`config.mk`:
```
export PLATFORM = sky130hd
export DESIGN_NAME = bracket_balance_checker_unit_flat
export DESIGN_NICKNAME = d
export VERILOG_FILES = /design/src/hw/rtl/bbc_pkg.sv /design/src/hw/rtl/bbc_if.sv /design/src/hw/rtl/bbc_ram.sv /design/src/hw/rtl/bbc_lexer.sv /design/src/hw/rtl/bbc_stack.sv /design/src/hw/rtl/bracket_balance_checker_unit.sv /design/src/flat_wrapper.sv
export SDC_FILE = /design/constraint.sdc
export NUM_CORES = 1
export LEC_CHECK = 0
export ABC_AREA = 0
export BUFFER_PORTS_ARGS = -buffer_cell sky130_fd_sc_hd__buf_2
export CAP_MARGIN = 10
export CORE_ASPECT_RATIO = 1.4
export CORE_UTILIZATION = 60
export CTS_BUF_LIST = sky130_fd_sc_hd__clkbuf_16
export DETAILED_ROUTE_END_ITERATION = 12
export PLACE_DENSITY = 0.76
export SYNTH_ARGS = -nofsm -noshare
export SYNTH_HDL_FRONTEND = slang
export SYNTH_SLANG_ARGS = --single-unit
```
`constraint.sdc`:
```
create_clock -name clk_i -period 7.6 [get_ports clk_i]
set_input_delay 0.76 -clock clk_i [delete_from_list [all_inputs] [get_ports clk_i]]
set_output_delay 0.76 -clock clk_i [all_outputs]
set_load 0.02 [all_outputs]
```
`src/hw/rtl/bbc_pkg.sv`:
```
// ----------------------------------------------------------------------------
// bbc_pkg
// Shared types and constants for the bracket balance checker.
// ----------------------------------------------------------------------------
package bbc_pkg;

  // Lexical scan modes
  typedef enum logic [2:0] {
    MODE_NORMAL = 3'd0,
    MODE_SQUOTE = 3'd1,
    MODE_DQUOTE = 3'd2,
    MODE_SLASH  = 3'd3,
    MODE_LINE   = 3'd4,
    MODE_BLOCK  = 3'd5,
    MODE_STAR   = 3'd6
  } mode_e;

  // Result status codes
  typedef enum logic [2:0] {
    ST_OK       = 3'd0,
    ST_MISMATCH = 3'd1,
    ST_EMPTY    = 3'd2,
    ST_UNCLOSED = 3'd3,
    ST_OVERFLOW = 3'd4
  } status_e;

  // Bracket kinds as stored on the stack
  typedef logic [1:0] kind_t;
  localparam kind_t KIND_SQUARE = 2'd0;
  localparam kind_t KIND_ROUND  = 2'd1;
  localparam kind_t KIND_CURLY  = 2'd2;

  // Characters of interest
  localparam logic [7:0] CH_LSQUARE = 8'h5B;  // [
  localparam logic [7:0] CH_RSQUARE = 8'h5D;  // ]
  localparam logic [7:0] CH_LROUND  = 8'h28;  // (
  localparam logic [7:0] CH_RROUND  = 8'h29;  // )
  localparam logic [7:0] CH_LCURLY  = 8'h7B;  // {
  localparam logic [7:0] CH_RCURLY  = 8'h7D;  // }
  localparam logic [7:0] CH_SLASH   = 8'h2F;  // /
  localparam logic [7:0] CH_STAR    = 8'h2A;  // *
  localparam logic [7:0] CH_SQUOTE  = 8'h27;  // '
  localparam logic [7:0] CH_DQUOTE  = 8'h22;  // "
  localparam logic [7:0] CH_NEWLINE = 8'h0A;

  localparam logic [31:0] COUNT_MAX = 32'hFFFF_FFFF;

  // Stack operation requested by the lexer
  typedef struct packed {
    logic  push;
    logic  pop;
    kind_t kind;
  } stack_op_t;

  // Stack status seen by the control logic
  typedef struct packed {
    logic  empty;
    logic  full;
    kind_t top_kind;
    logic  busy_after;  // stack non-empty after this cycle's operation
  } stack_stat_t;

endpackage

```
`src/hw/rtl/bbc_if.sv`:
```
// ----------------------------------------------------------------------------
// bbc_in_if / bbc_out_if
// Valid/ready channels for text bytes and check results.
// ----------------------------------------------------------------------------
interface bbc_in_if;
  logic       valid;
  logic       ready;
  logic [7:0] text_byte;
  logic       end_of_text;

  modport source (output valid, output text_byte, output end_of_text, input ready);
  modport sink   (input valid, input text_byte, input end_of_text, output ready);
endinterface

interface bbc_out_if;
  logic        valid;
  logic        ready;
  logic [2:0]  status;
  logic        balanced;
  logic [31:0] line_count;
  logic [31:0] char_count;

  modport source (output valid, output status, output balanced, output line_count,
                  output char_count, input ready);
  modport sink   (input valid, input status, input balanced, input line_count,
                  input char_count, output ready);
endinterface

```
`src/hw/rtl/bbc_ram.sv`:
```
// ----------------------------------------------------------------------------
// bbc_ram
// Simple dual-port RAM: one write port, one read port with registered data.
// ----------------------------------------------------------------------------
module bbc_ram #(
  parameter int WIDTH = 2,
  parameter int DEPTH = 64
) (
  input  logic                     clk_i,
  input  logic                     we_i,
  input  logic [$clog2(DEPTH)-1:0] waddr_i,
  input  logic [WIDTH-1:0]         wdata_i,
  input  logic [$clog2(DEPTH)-1:0] raddr_i,
  output logic [WIDTH-1:0]         rdata_o
);

  logic [WIDTH-1:0] mem_q [DEPTH];

  always_ff @(posedge clk_i) begin
    if (we_i) begin
      mem_q[waddr_i] <= wdata_i;
    end
    rdata_o <= mem_q[raddr_i];
  end

endmodule

```
`src/hw/rtl/bbc_lexer.sv`:
```
// ----------------------------------------------------------------------------
// bbc_lexer
// Next scan mode and bracket stack operation for one text byte.
// ----------------------------------------------------------------------------
module bbc_lexer (
  input  bbc_pkg::mode_e     mode_i,
  input  logic [7:0]         text_byte_i,
  output bbc_pkg::mode_e     mode_o,
  output bbc_pkg::stack_op_t op_o
);

  logic as_normal;

  always_comb begin
    mode_o    = mode_i;
    as_normal = 1'b0;
    unique case (mode_i)
      bbc_pkg::MODE_SQUOTE: begin
        if (text_byte_i == bbc_pkg::CH_SQUOTE) mode_o = bbc_pkg::MODE_NORMAL;
      end
      bbc_pkg::MODE_DQUOTE: begin
        if (text_byte_i == bbc_pkg::CH_DQUOTE) mode_o = bbc_pkg::MODE_NORMAL;
      end
      bbc_pkg::MODE_SLASH: begin
        if (text_byte_i == bbc_pkg::CH_SLASH) begin
          mode_o = bbc_pkg::MODE_LINE;
        end else if (text_byte_i == bbc_pkg::CH_STAR) begin
          mode_o = bbc_pkg::MODE_BLOCK;
        end else begin
          // lone slash: byte is handled as plain text
          as_normal = 1'b1;
        end
      end
      bbc_pkg::MODE_LINE: begin
        if (text_byte_i == bbc_pkg::CH_NEWLINE) mode_o = bbc_pkg::MODE_NORMAL;
      end
      bbc_pkg::MODE_BLOCK: begin
        if (text_byte_i == bbc_pkg::CH_STAR) mode_o = bbc_pkg::MODE_STAR;
      end
      bbc_pkg::MODE_STAR: begin
        if (text_byte_i == bbc_pkg::CH_SLASH) begin
          mode_o = bbc_pkg::MODE_NORMAL;
        end else if (text_byte_i != bbc_pkg::CH_STAR) begin
          mode_o = bbc_pkg::MODE_BLOCK;
        end
      end
      default: begin
        as_normal = 1'b1;
      end
    endcase

    op_o = '{push: 1'b0, pop: 1'b0, kind: bbc_pkg::KIND_SQUARE};
    if (as_normal) begin
      mode_o = bbc_pkg::MODE_NORMAL;
      case (text_byte_i)
        bbc_pkg::CH_SQUOTE:  mode_o = bbc_pkg::MODE_SQUOTE;
        bbc_pkg::CH_DQUOTE:  mode_o = bbc_pkg::MODE_DQUOTE;
        bbc_pkg::CH_SLASH:   mode_o = bbc_pkg::MODE_SLASH;
        bbc_pkg::CH_LSQUARE: op_o = '{push: 1'b1, pop: 1'b0, kind: bbc_pkg::KIND_SQUARE};
        bbc_pkg::CH_LROUND:  op_o = '{push: 1'b1, pop: 1'b0, kind: bbc_pkg::KIND_ROUND};
        bbc_pkg::CH_LCURLY:  op_o = '{push: 1'b1, pop: 1'b0, kind: bbc_pkg::KIND_CURLY};
        bbc_pkg::CH_RSQUARE: op_o = '{push: 1'b0, pop: 1'b1, kind: bbc_pkg::KIND_SQUARE};
        bbc_pkg::CH_RROUND:  op_o = '{push: 1'b0, pop: 1'b1, kind: bbc_pkg::KIND_ROUND};
        bbc_pkg::CH_RCURLY:  op_o = '{push: 1'b0, pop: 1'b1, kind: bbc_pkg::KIND_CURLY};
        default: ;
      endcase
    end
  end

endmodule

```
`src/hw/rtl/bbc_stack.sv`:
```
// ----------------------------------------------------------------------------
// bbc_stack
// Bounded bracket stack: top entry in a register, the rest in RAM, with the
// entry under the top prefetched so pops can follow one another back to back.
// ----------------------------------------------------------------------------
module bbc_stack #(
  parameter int STACK_DEPTH = 64
) (
  input  logic                 clk_i,
  input  logic                 rst_ni,
  input  logic                 step_i,   // apply op_i this cycle
  input  logic                 clear_i,  // return to empty after this cycle
  input  bbc_pkg::stack_op_t   op_i,
  output bbc_pkg::stack_stat_t stat_o
);

  localparam int IdxW = $clog2(STACK_DEPTH);
  localparam int LvlW = $clog2(STACK_DEPTH + 1);

  logic [LvlW-1:0]      level_q, level_step, level_d, raddr_full;
  bbc_pkg::kind_t       top_q, top_d, below;
  logic                 empty, full, do_push, do_pop;

  assign empty   = (level_q == '0);
  assign full    = (level_q == LvlW'(STACK_DEPTH));
  assign do_push = step_i && op_i.push && !full;
  assign do_pop  = step_i && op_i.pop && !empty;

  always_comb begin
    level_step = level_q;
    top_d      = top_q;
    if (do_push) begin
      level_step = level_q + LvlW'(1);
      top_d      = op_i.kind;
    end else if (do_pop) begin
      level_step = level_q - LvlW'(1);
      top_d      = below;
    end
    level_d = clear_i ? '0 : level_step;
  end

  // read the entry that sits under the top after this cycle
  assign raddr_full = level_d - LvlW'(2);

  bbc_ram #(
    .WIDTH ($bits(bbc_pkg::kind_t)),
    .DEPTH (STACK_DEPTH)
  ) u_ram (
    .clk_i   (clk_i),
    .we_i    (do_push),
    .waddr_i (level_q[IdxW-1:0]),
    .wdata_i (op_i.kind),
    .raddr_i (raddr_full[IdxW-1:0]),
    .rdata_o (below)
  );

  always_ff @(posedge clk_i or negedge rst_ni) begin
    if (!rst_ni) begin
      level_q <= '0;
    end else begin
      level_q <= level_d;
    end
  end

  always_ff @(posedge clk_i) begin
    top_q <= top_d;
  end

  assign stat_o = '{empty: empty, full: full, top_kind: top_q,
                    busy_after: (level_step != '0)};

endmodule

```
`src/hw/rtl/bracket_balance_checker_unit.sv`:
```
// ----------------------------------------------------------------------------
// bracket_balance_checker_unit
// Streaming bracket balance check over source text with quote and comment
// skipping, sticky first error and saturating line/byte counts.
// ----------------------------------------------------------------------------
// Usage:
//   text_i carries one text byte per transaction; end_of_text marks the last
//   byte of a text. result_o carries one transaction per text: status,
//   balanced flag, line count and byte count.
//   Throughput is one byte per cycle while no last byte is held off. Each byte
//   accepted before an error updates scan mode, counters and the stack top in
//   the cycle it is accepted; the result appears on result_o in the cycle after
//   the last byte is accepted. The stack keeps its top in a register and the
//   next entry prefetched from RAM, so back-to-back pops need no wait.
//   A waiting result does not stall ordinary bytes; only a last byte is held
//   off while the previous result is still not taken by the receiver.
//   After the last byte, scan mode, stack, error and counters are back in their
//   reset state, so the next text may start in the following cycle.
//   Reset (rst_ni low) clears scan mode, stack level, error and counters and
//   drops any pending result. Stack RAM contents need no clearing.
// ----------------------------------------------------------------------------
module bracket_balance_checker_unit #(
  parameter int STACK_DEPTH = 64
) (
  input  logic      clk_i,
  input  logic      rst_ni,
  bbc_in_if.sink    text_i,
  bbc_out_if.source result_o
);

  bbc_pkg::mode_e       mode_q, mode_next;
  bbc_pkg::status_e     err_q, err_next, status_d;
  bbc_pkg::stack_op_t   op;
  bbc_pkg::stack_stat_t stk;
  logic [31:0]          lines_q, lines_next, bytes_q, bytes_next;
  logic                 accept, active, last;
  logic                 out_valid_q;
  logic [2:0]           status_q;
  logic                 balanced_q;
  logic [31:0]          line_cnt_q, char_cnt_q;

  assign text_i.ready = !out_valid_q || result_o.ready || !text_i.end_of_text;
  assign accept       = text_i.valid && text_i.ready;
  assign last         = text_i.end_of_text;
  assign active       = (err_q == bbc_pkg::ST_OK);

  bbc_lexer u_lexer (
    .mode_i      (mode_q),
    .text_byte_i (text_i.text_byte),
    .mode_o      (mode_next),
    .op_o        (op)
  );

  bbc_stack #(
    .STACK_DEPTH (STACK_DEPTH)
  ) u_stack (
    .clk_i   (clk_i),
    .rst_ni  (rst_ni),
    .step_i  (accept && active),
    .clear_i (accept && last),
    .op_i    (op),
    .stat_o  (stk)
  );

  always_comb begin
    err_next   = err_q;
    lines_next = lines_q;
    bytes_next = bytes_q;
    if (active) begin
      if (text_i.text_byte == bbc_pkg::CH_NEWLINE && lines_q != bbc_pkg::COUNT_MAX) begin
        lines_next = lines_q + 32'd1;
      end
      if (bytes_q != bbc_pkg::COUNT_MAX) begin
        bytes_next = bytes_q + 32'd1;
      end
      if (op.push && stk.full) begin
        err_next = bbc_pkg::ST_OVERFLOW;
      end else if (op.pop && stk.empty) begin
        err_next = bbc_pkg::ST_EMPTY;
      end else if (op.pop && stk.top_kind != op.kind) begin
        err_next = bbc_pkg::ST_MISMATCH;
      end
    end

    status_d = err_next;
    if (err_next == bbc_pkg::ST_OK && stk.busy_after) begin
      status_d = bbc_pkg::ST_UNCLOSED;
    end
  end

  always_ff @(posedge clk_i or negedge rst_ni) begin
    if (!rst_ni) begin
      mode_q      <= bbc_pkg::MODE_NORMAL;
      err_q       <= bbc_pkg::ST_OK;
      lines_q     <= 32'd1;
      bytes_q     <= '0;
      out_valid_q <= 1'b0;
    end else begin
      // a new result may replace the one taken in the same cycle
      if (accept && last) begin
        out_valid_q <= 1'b1;
      end else if (result_o.ready) begin
        out_valid_q <= 1'b0;
      end
      if (accept) begin
        if (last) begin
          mode_q      <= bbc_pkg::MODE_NORMAL;
          err_q       <= bbc_pkg::ST_OK;
          lines_q     <= 32'd1;
          bytes_q     <= '0;
        end else if (active) begin
          mode_q  <= mode_next;
          err_q   <= err_next;
          lines_q <= lines_next;
          bytes_q <= bytes_next;
        end
      end
    end
  end

  always_ff @(posedge clk_i) begin
    if (accept && last) begin
      status_q   <= status_d;
      balanced_q <= (status_d == bbc_pkg::ST_OK);
      line_cnt_q <= lines_next;
      char_cnt_q <= bytes_next;
    end
  end

  assign result_o.valid      = out_valid_q;
  assign result_o.status     = status_q;
  assign result_o.balanced   = balanced_q;
  assign result_o.line_count = line_cnt_q;
  assign result_o.char_count = char_cnt_q;

endmodule
```
`src/flat_wrapper.sv`:
```
// flat-port wrapper written by rule: the top's interface ports become plain ports
module bracket_balance_checker_unit_flat 
#(
  parameter int STACK_DEPTH = 64
)
  (clk_i, rst_ni, text_i_valid, text_i_text_byte, text_i_end_of_text, text_i_ready, result_o_valid, result_o_status, result_o_balanced, result_o_line_count, result_o_char_count, result_o_ready);
  bbc_in_if text_i_i ();
  bbc_out_if result_o_i ();
  input  logic clk_i;
  input  logic rst_ni;
  input wire logic [$bits(text_i_i.valid)-1:0] text_i_valid;
  input wire logic [$bits(text_i_i.text_byte)-1:0] text_i_text_byte;
  input wire logic [$bits(text_i_i.end_of_text)-1:0] text_i_end_of_text;
  output wire logic [$bits(text_i_i.ready)-1:0] text_i_ready;
  output wire logic [$bits(result_o_i.valid)-1:0] result_o_valid;
  output wire logic [$bits(result_o_i.status)-1:0] result_o_status;
  output wire logic [$bits(result_o_i.balanced)-1:0] result_o_balanced;
  output wire logic [$bits(result_o_i.line_count)-1:0] result_o_line_count;
  output wire logic [$bits(result_o_i.char_count)-1:0] result_o_char_count;
  input wire logic [$bits(result_o_i.ready)-1:0] result_o_ready;
  assign text_i_i.valid = text_i_valid;
  assign text_i_i.text_byte = text_i_text_byte;
  assign text_i_i.end_of_text = text_i_end_of_text;
  assign text_i_ready = text_i_i.ready;
  assign result_o_valid = result_o_i.valid;
  assign result_o_status = result_o_i.status;
  assign result_o_balanced = result_o_i.balanced;
  assign result_o_line_count = result_o_i.line_count;
  assign result_o_char_count = result_o_i.char_count;
  assign result_o_i.ready = result_o_ready;
  bracket_balance_checker_unit #(.STACK_DEPTH(STACK_DEPTH)) u_core (.clk_i(clk_i), .rst_ni(rst_ni), .text_i(text_i_i), .result_o(result_o_i));
endmodule
```
==> run summary, run 1 <==
The first global-routing pass estimated 45580 um of wire. Summing all multi-input logic gate instances after layout gives 4916 sq um. In this run, synthesis inferred 198 flip-flops with an integrated enable. For this run, the register share of the synthesized area comes to 60.24%. The layout filler cell count was 1582. The worst setup path is launched from a register. For the clock sink total, the log shows 278. The worst-case IR drop observed on VDD is 237.6 uV. Along the worst path, the maximum fanout reaches 23. For this run, the detailed router's first-pass iteration total came to 5. The number of storage elements in the synthesis netlist is 278, and the net count after synthesis is 1141. Counting both buffers and inverters, the worst setup path holds a total of 3. For the count of placed standard cells including taps, the log shows 1448.

The netlist uses 85 different library cells. The mean post-synth cell area works out to 11.74 sq um. The number of nets in the finished design is 1203. The register area came out at 7939 sq um.

The logs give 0 for the number of max-slew violations in the final report and 0 for the total congestion overflow. The floorplan step defined a die boundary enclosing 22570 sq um. Entering global routing, the biggest net connects 71 pins.

The worst path uses 73.32% of the clock period. The tools report the highest clock rate as 179.5 MHz. Cell at the root of the clock tree: clkbuf_16.

The maximum cell stage delay along the critical path came out at 680 ps. The flow ran to the end, and the final reports show no timing, DRC or antenna violations. Synthesis produced 1123 cells.

The post-detailed-route via-to-cell ratio is 6.113, and the vias after detailed routing is 9151. Traced cell by cell, the critical path runs through or3_1 -> nor3_1 -> or3_1 -> nand2_1 -> a21boi_0 -> o31ai_4 -> buf_4 -> ha_1 -> buf_4 -> clkinv_1 -> mux4_2 -> nor2_1 -> a2111oi_0 -> nor4_1 -> a22oi_1. Total power divided by cell area: 217.5 nW/um^2.

The highest-delay cell along the critical path was clkinv_1. The run gives 0 as the number of remaining DRC errors. Between clock sinks in the finished design, the worst skew comes to 10.39 ps. The endpoint kind of the worst setup timing path is a register. The fraction of layout instances using a drive strength above 1 is 16.27%.

The worst hold path belongs to the class in2async. The number of hold buffers added after CTS was 0. The HPWL after detailed placement was 19060 um. For the pin with the worst max-slew slack, the measured transition is 1018 ps. 0 antenna diodes ended up in the layout.

The count of final hold-check violations was 0. The family of cells with the greatest summed delay on the critical path was simple AND/OR/NAND/NOR gates. Setup total negative slack on the finished layout was measured at 0 ps. For this configuration, the core starts out at a cell density of 61.69%. The total wire length after detailed routing was 28600 um. The share of the core filled with cells in the final layout came out at 68.79%. The setup path with the least slack is of type reg2reg.

In the synthesized netlist the dominant register cell turns out to be edfxtp_1. The post-layout instance count excluding filler cells is 1497, and the insertion delay of the later-clocked pin in the worst-skew pair is 550 ps. The number of global-route vias before repair is 9066, and the global routing usage summed across all routing layers is 25.86%.

For this run, asynchronously set or reset flops after synthesis account for 28.06%. Measured against its own limit, the worst slew margin works out to 30.35%. Input and output buffers added on the ports amount to 82.

After detailed routing, the average wire length per cell comes to 19.11 um. TritonCTS built the clock tree. The region available for standard cell placement spans 21360 sq um.

Routability-driven placement finished with a final weighted congestion of 0.8786. Across the run, the number of max-cap violations was 0. Data on the critical path arrives at its endpoint at 6030 ps.

The number of gates on the worst path with buffers counted is 15, and the number of cell instances on the worst register-to-register path is 15. The cell area that synthesis handed to floorplanning was 13180 sq um. The count of cells resized by post-cts repair is 0, and the area growth from synthesis to layout is 11.51%. The number of setup buffers added after CTS is 0. The die extent in y is 177.4 um, and the initial antenna violation count is 0. The tools report the leakage power summed over all cells as 5.496 nW. The minimum period implied by the final worst setup slack came out at 5572 ps.

The number of clock buffers added by TritonCTS is 27. Clock-pin slew was measured on the worst setup and hold paths at 70 ps. The count of warnings emitted by yosys came out at 0.

The floorplan has 63 rows. Setup repair after global routing left no endpoint under its margin. The run gives 0 as the number of routed nets with antenna violations.

The number of H-tree branching levels was 1; the clock tree buffer depth was 3. Hold timing on the final database bottoms out at a slack of 36.21 ps. The tools report the initial DRC count as 686. Measured along the x axis, the die boundary spans 127.3 um. Setup violations remaining at the end of the flow were counted as 0.

At the worst endpoint, the required time is 8060 ps. 83 I/O pins were placed.
## cell families (layout without fill, tap and decap cells)
group,Yosys count,after routing,synth area share [%]
AOI/OAI and AO/OA,227,227,12.21
xor gates and xnor gates,70,70,4.652
adders and majority gates,5,5,0.4747
buffers and inverters,82,164,2.706
DFF,278,278,60.24
muxes,33,33,4.215
and+or+nand+nor,428,428,15.50
## synth_stat cells, types with 12 or more instances
| cell type | n | area [sq um] |
|---|---|---|
| edfxtp_1 | 198 | 5946 |
| nand4_1 | 13 | 81.33 |
| nand2b_1 | 12 | 75.07 |
| o221ai_1 | 24 | 210.2 |
| nand3_1 | 39 | 195.2 |
| nor3_1 | 19 | 95.09 |
| xnor2_1 | 35 | 306.5 |
| o21ai_0 | 66 | 330.3 |
| dfrtp_1 | 77 | 1927 |
| xor2_1 | 35 | 306.5 |
| mux4_2 | 16 | 360.4 |
| a22o_1 | 24 | 210.2 |
| o31ai_1 | 19 | 142.6 |
| a21oi_1 | 27 | 135.1 |
| and3_1 | 21 | 131.4 |
| nor2_1 | 123 | 461.7 |
| inv_1 | 17 | 63.81 |
| clkbuf_1 | 41 | 153.9 |
| nand2_1 | 138 | 518.0 |
## worst reg2reg max path, cell delays in order (launching register included)
cell       delay [ps]
dfrtp_1           580
or3_1             670
nor3_1            540
or3_1             230
nand2_1            60
a21boi_0          330
o31ai_4           100
buf_4             230
ha_1              300
buf_4             200
clkinv_1          680
mux4_2            590
nor2_1             40
a2111oi_0         650
nor4_1            110
a22oi_1           200
## report_power, final
part           total (mW)  switching [mW]  leakage, nW  internal [mW]
sequential           1.66          0.0141         2.91           1.64
clock                1.35           0.568        0.461          0.782
combinational       0.190           0.137         2.13         0.0529
total                3.20           0.719         5.50           2.48
## flip-flops by register name, summed over array words and instances (netlist names)
register	count
u_core.bytes_q	32
u_core.result_o.balanced	1
u_core.result_o.valid	1
u_core.err_q	3
u_core.u_stack.u_ram.mem_q	128
u_core.u_stack.level_q	7
u_core.u_stack.top_q	2
u_core.lines_q	32
u_core.result_o.status	3
u_core.u_stack.u_ram.rdata_o	2
u_core.result_o.char_count	32
u_core.mode_q	3
u_core.result_o.line_count	32
## final timing paths
check,slack (ps),to,startpoint
worst max register to register,2030,u_core.u_stack.u_ram.rdata_o[1],u_core.u_stack.level_q[3]
worst min register to register,510,u_core.bytes_q[25],u_core.bytes_q[25]
worst max-delay path,2030,u_core.u_stack.u_ram.rdata_o[1],u_core.u_stack.level_q[3]
max in group asynchronous,6390,u_core.bytes_q[27],rst_ni
min in group clk_i,510,u_core.bytes_q[25],u_core.bytes_q[25]
worst min-delay path,40,u_core.u_stack.level_q[0],rst_ni
## cell type report
type / instances / area share (%)
Tap cell: 292 / 2.486
Clock inverter: 22 / 1.430
Timing Repair Buffer: 96 / 3.525
Clock buffer: 27 / 4.598
Multi-Input combinational cell: 763 / 33.45
Sequential cell: 278 / 54.02
Inverter: 19 / 0.4853
## per-layer routing
layer	global-route usage, %	wire (um)
met1	29.66	10900
met2	47.44	15060
met3	3.407	1448
met4	12.65	1189
met5	0	0
## metrics by stage
stage	setup WS (ps)	power, mW	cell area [sq um]
final	2028	3.197	14700
after CTS	2125	3.211	14700
after global routing	1506	3.286	14700
after detailed placement	1794	1.879	13810
after global placement	1871	1.875	13810
after floorplan	2539	1.812	13180
## cells in the final DEF, fill, tap and decap left out, drive strengths merged, types with 5 or more instances in the layout
cell and count:
o221ai 24, mux2 7, a22o 24, o211ai 8, clkbuf 27, nand2b 12
mux4 17, xnor2 35, or3 7, and2 11, a31oi 6, a21oi 29
and3 21, and4 10, nand2 138, buf 96, o21ai 70, ha 5
nor2 124, o31ai 20, nor3 20, nand3 39, edfxtp 198, or2 10
clkinv 11, nand4 13, dfrtp 77, inv 25, mux2i 9, xor2 35
nor4 7
(Power assumes the default switching activity.)
==> run 2, diff against run 1 <==
- clock period: 7.6 -> 5.2 ns (I/O delays scaled with it)
==> run 2 against run 1 <==
Against the previous run:
- worst hold slack better by 280 ps
- total power up 42%
- first-iteration DRC count down 12%
- sequential share of layout area down 0.15 points
- worst setup slack worse by 1300 ps
- fmax up 24%
- core utilization up 0.19 points
- critical path depth unchanged
- cell area up 0.28%
- clock power up 37%
- cell count up 0.73%
==> run summary, run 2 (synthesis gave the netlist of run 1 again) <==
The flow ran to the end, and the final reports show no timing, DRC or antenna violations. The switching share of power was 22.64%. The worst reg2reg path startpoint is u_core.err_q[2]. STA classifies the critical path endpoint as a register. The initial antenna violation count is 1.

The fraction of layout instances using a drive strength above 1 came out at 16.53%. The clock tree buffer depth came out at 3. The first routing iteration left 604 violations. At the end of routability-driven placement, the weighted congestion stood at 0.8906.

Global routing usage summed across all routing layers: 26.68%. The tree is rooted in a clkbuf_16. The count of final hold-check violations was 0; the sum of negative setup slack was 0 ps.

The maximum number of pins on one net before global-route repair was 54. In this run the critical register-to-register path is captured at u_core.u_stack.u_ram.rdata_o[1]. Summed over all cells, the static leakage comes to 5.506 nW.

The tools report the startpoint kind of the worst setup timing path as a register. The final critical path takes up 86.76% of the cycle. The vias after detailed routing is 9201, and the flip-flop count of the largest register after layout is 128. In the final design database the tool counted 1213 nets. Port buffering added 82 buffers. The later pin in the worst-skew pair is clocked with a latency of 550 ps.

The sequential cell fraction of total power is 53.2%. The tightest min-delay check is of the in2reg type. Dividing the detail-routed via count by the number of cells gives 6.101. The critical path ends at u_core.u_stack.u_ram.rdata_o[1].

In the layout the commonest cells are edfxtp_1 (198), nand2_1 (138), nor2_1 (119). Prior to clock tree synthesis, the placed netlist has a worst setup slack of 697.3 ps. The number of max-slew violations in the final report is 0, and the area of the die is 22570 sq um. Combinational cells account for 6.2% of the total power. For flop-to-flop paths, the worst setup slack is 690 ps.

Ranked by flip-flop count, first place goes to u_core.u_stack.u_ram.mem_q. The number of cell instances on the worst register-to-register path is 15, and the post-CTS setup repair buffer count is 0. The transition time at the pin with the least slew margin is 896.8 ps, and the placed instance area is 13890 sq um. In this run, post-CTS repair resized a total of 0 instances.

For this run, the detailed router's first-pass iteration total came to 5. Setup repair after global routing left no endpoint under its margin. The die extent in y is 177.4 um, and the worst setup slack after layout is 688.2 ps. Biggest fanout along the worst timing path: 20. The finished cells cover 14740 sq um.

For this block, the routed nets add up to 28870 um of wire. VDD sags by at most 318.2 uV. The number of H-tree branching levels was 1; the number of remaining DRC errors was 0.

The die width came out at 127.3 um. Buffers inserted during clock tree synthesis total 27. The total overflow left after global routing is 0. The setup path with the least slack is of type reg2reg. Headroom to the max-slew limit came out at 40.21%. The HPWL after detailed placement was 19460 um.

The core region is 21360 sq um. Relative contribution of the clock network to total power: 40.7%. The number of global-route vias before repair is 9107, and the max-capacitance violation count is 0.

Clock-pin slew was measured on the worst setup and hold paths at 60 ps. For the critical path data required time, the log shows 5660 ps. The highest clock rate was 221.6 MHz; the worst clock skew was 21.69 ps. The switching power of the nets was 1.031 mW.

Leaving out fill and tap cells, the most frequent cell in the layout is edfxtp_1. In this run the remaining antenna-violating nets after routing total 0. The total power divided by cell area works out to 308.9 nW/um^2. Once the floorplan was initialized, standard cells occupied 61.69% of the core.

For this design, the sink count on the clock tree is 278. TritonCTS built the clock tree. 83 I/O pins were placed. Setup violations remaining at the end of the flow were counted as 0. The tools report the launching instance or port of the critical path as u_core.err_q[2].

The logs give 63 for the number of placement rows and 1 for the number of hold buffers added after cts. The minimum period implied by the final worst setup slack works out to 4512 ps. Relative to the synthesized area, the layout overhead comes to 11.82%. The run gives 46950 um as the global-route wire length before repair. The data arrival time at the worst-slack endpoint is 4970 ps, and the internal power summed over all cells is 3.522 mW. The repair_antennas step left the layout with diodes totalling 0. In the final routed layout, each cell accounts on average for 19.15 um.
-- run 2: cell types whose count changed in the layout (fill, tap and decap cells not counted), sizes merged --
cell and delta:
bufinv -2, clkinvlp +1, clkinv +5, dlygate4sd3 +1
inv -3, buf +9
-- run 2: per-stage QoR --
stage / utilization (%) / power (mW) / hold WS (ps) / instances
2_1_floorplan: - / 2.648 / 224.4 / 1123
3_3_place_gp: 65.02 / 2.741 / 464.3 / 1457
3_5_place_dp: 65.02 / 2.748 / 468.3 / 1457
4_1_cts: 68.99 / 4.586 / 289.2 / 1508
5_1_grt: 68.99 / 4.703 / 318.6 / 1508
6_report: 68.99 / 4.552 / 312.7 / 1508
-- run 2: worst max-delay path, stage by stage, from the launching register on --
cell	delay, ps
dfrtp_1	420
nor3_2	370
nand3_1	390
or3_1	510
nor2_1	260
a22oi_1	130
xnor2_1	240
nand2_1	110
ha_1	330
clkinv_1	60
buf_4	300
o221ai_1	170
and2_0	180
a2111oi_0	630
nor4_1	110
a22oi_1	200
-- run 2: how the worst min path moves through the flow --
stage,startpoint,endpoint,slack [ps],depth (start not counted)
detailed placement,rst_ni,u_core.lines_q[10],470,1
global route,text_i_end_of_text,u_core.mode_q[1],320,2
finish,result_o_ready,u_core.result_o.valid,310,3
global placement,rst_ni,u_core.lines_q[10],460,1
floorplan,rst_ni,u_core.bytes_q[0],220,0
CTS,result_o_ready,u_core.result_o.valid,290,3
-- run 2: metal layers --
layer / GRT usage, % / vias to the layer above / part of all wire, %
met5: 0 / - / 0.031
met3: 3.648 / 85 / 4.7
met2: 48.28 / 304 / 53
met4: 12.60 / 2 / 4.2
met1: 31.29 / 4488 / 38
li1: - / 4322 / -
-- run 2: power by group through the flow --
stage | clock, mW | sequential (mW) | combinational [mW]
2_1_floorplan | 0 | 2.50 | 0.149
4_1_cts | 1.88 | 2.42 | 0.284
6_report | 1.85 | 2.42 | 0.281
5_1_grt | 1.97 | 2.42 | 0.311
3_3_place_gp | 0 | 2.47 | 0.276
3_5_place_dp | 0 | 2.47 | 0.282
-- run 2: final cells by class --
type / instances / area (sq um)
clock buffers: 27 / 675.6
multi-input cells: 763 / 4916
well taps: 292 / 365.4
fillers: 1577 / 6625
inverters: 19 / 71.32
flip-flops and latches: 278 / 7939
repair buffers: 106 / 608.1
clock inverters: 23 / 161.4
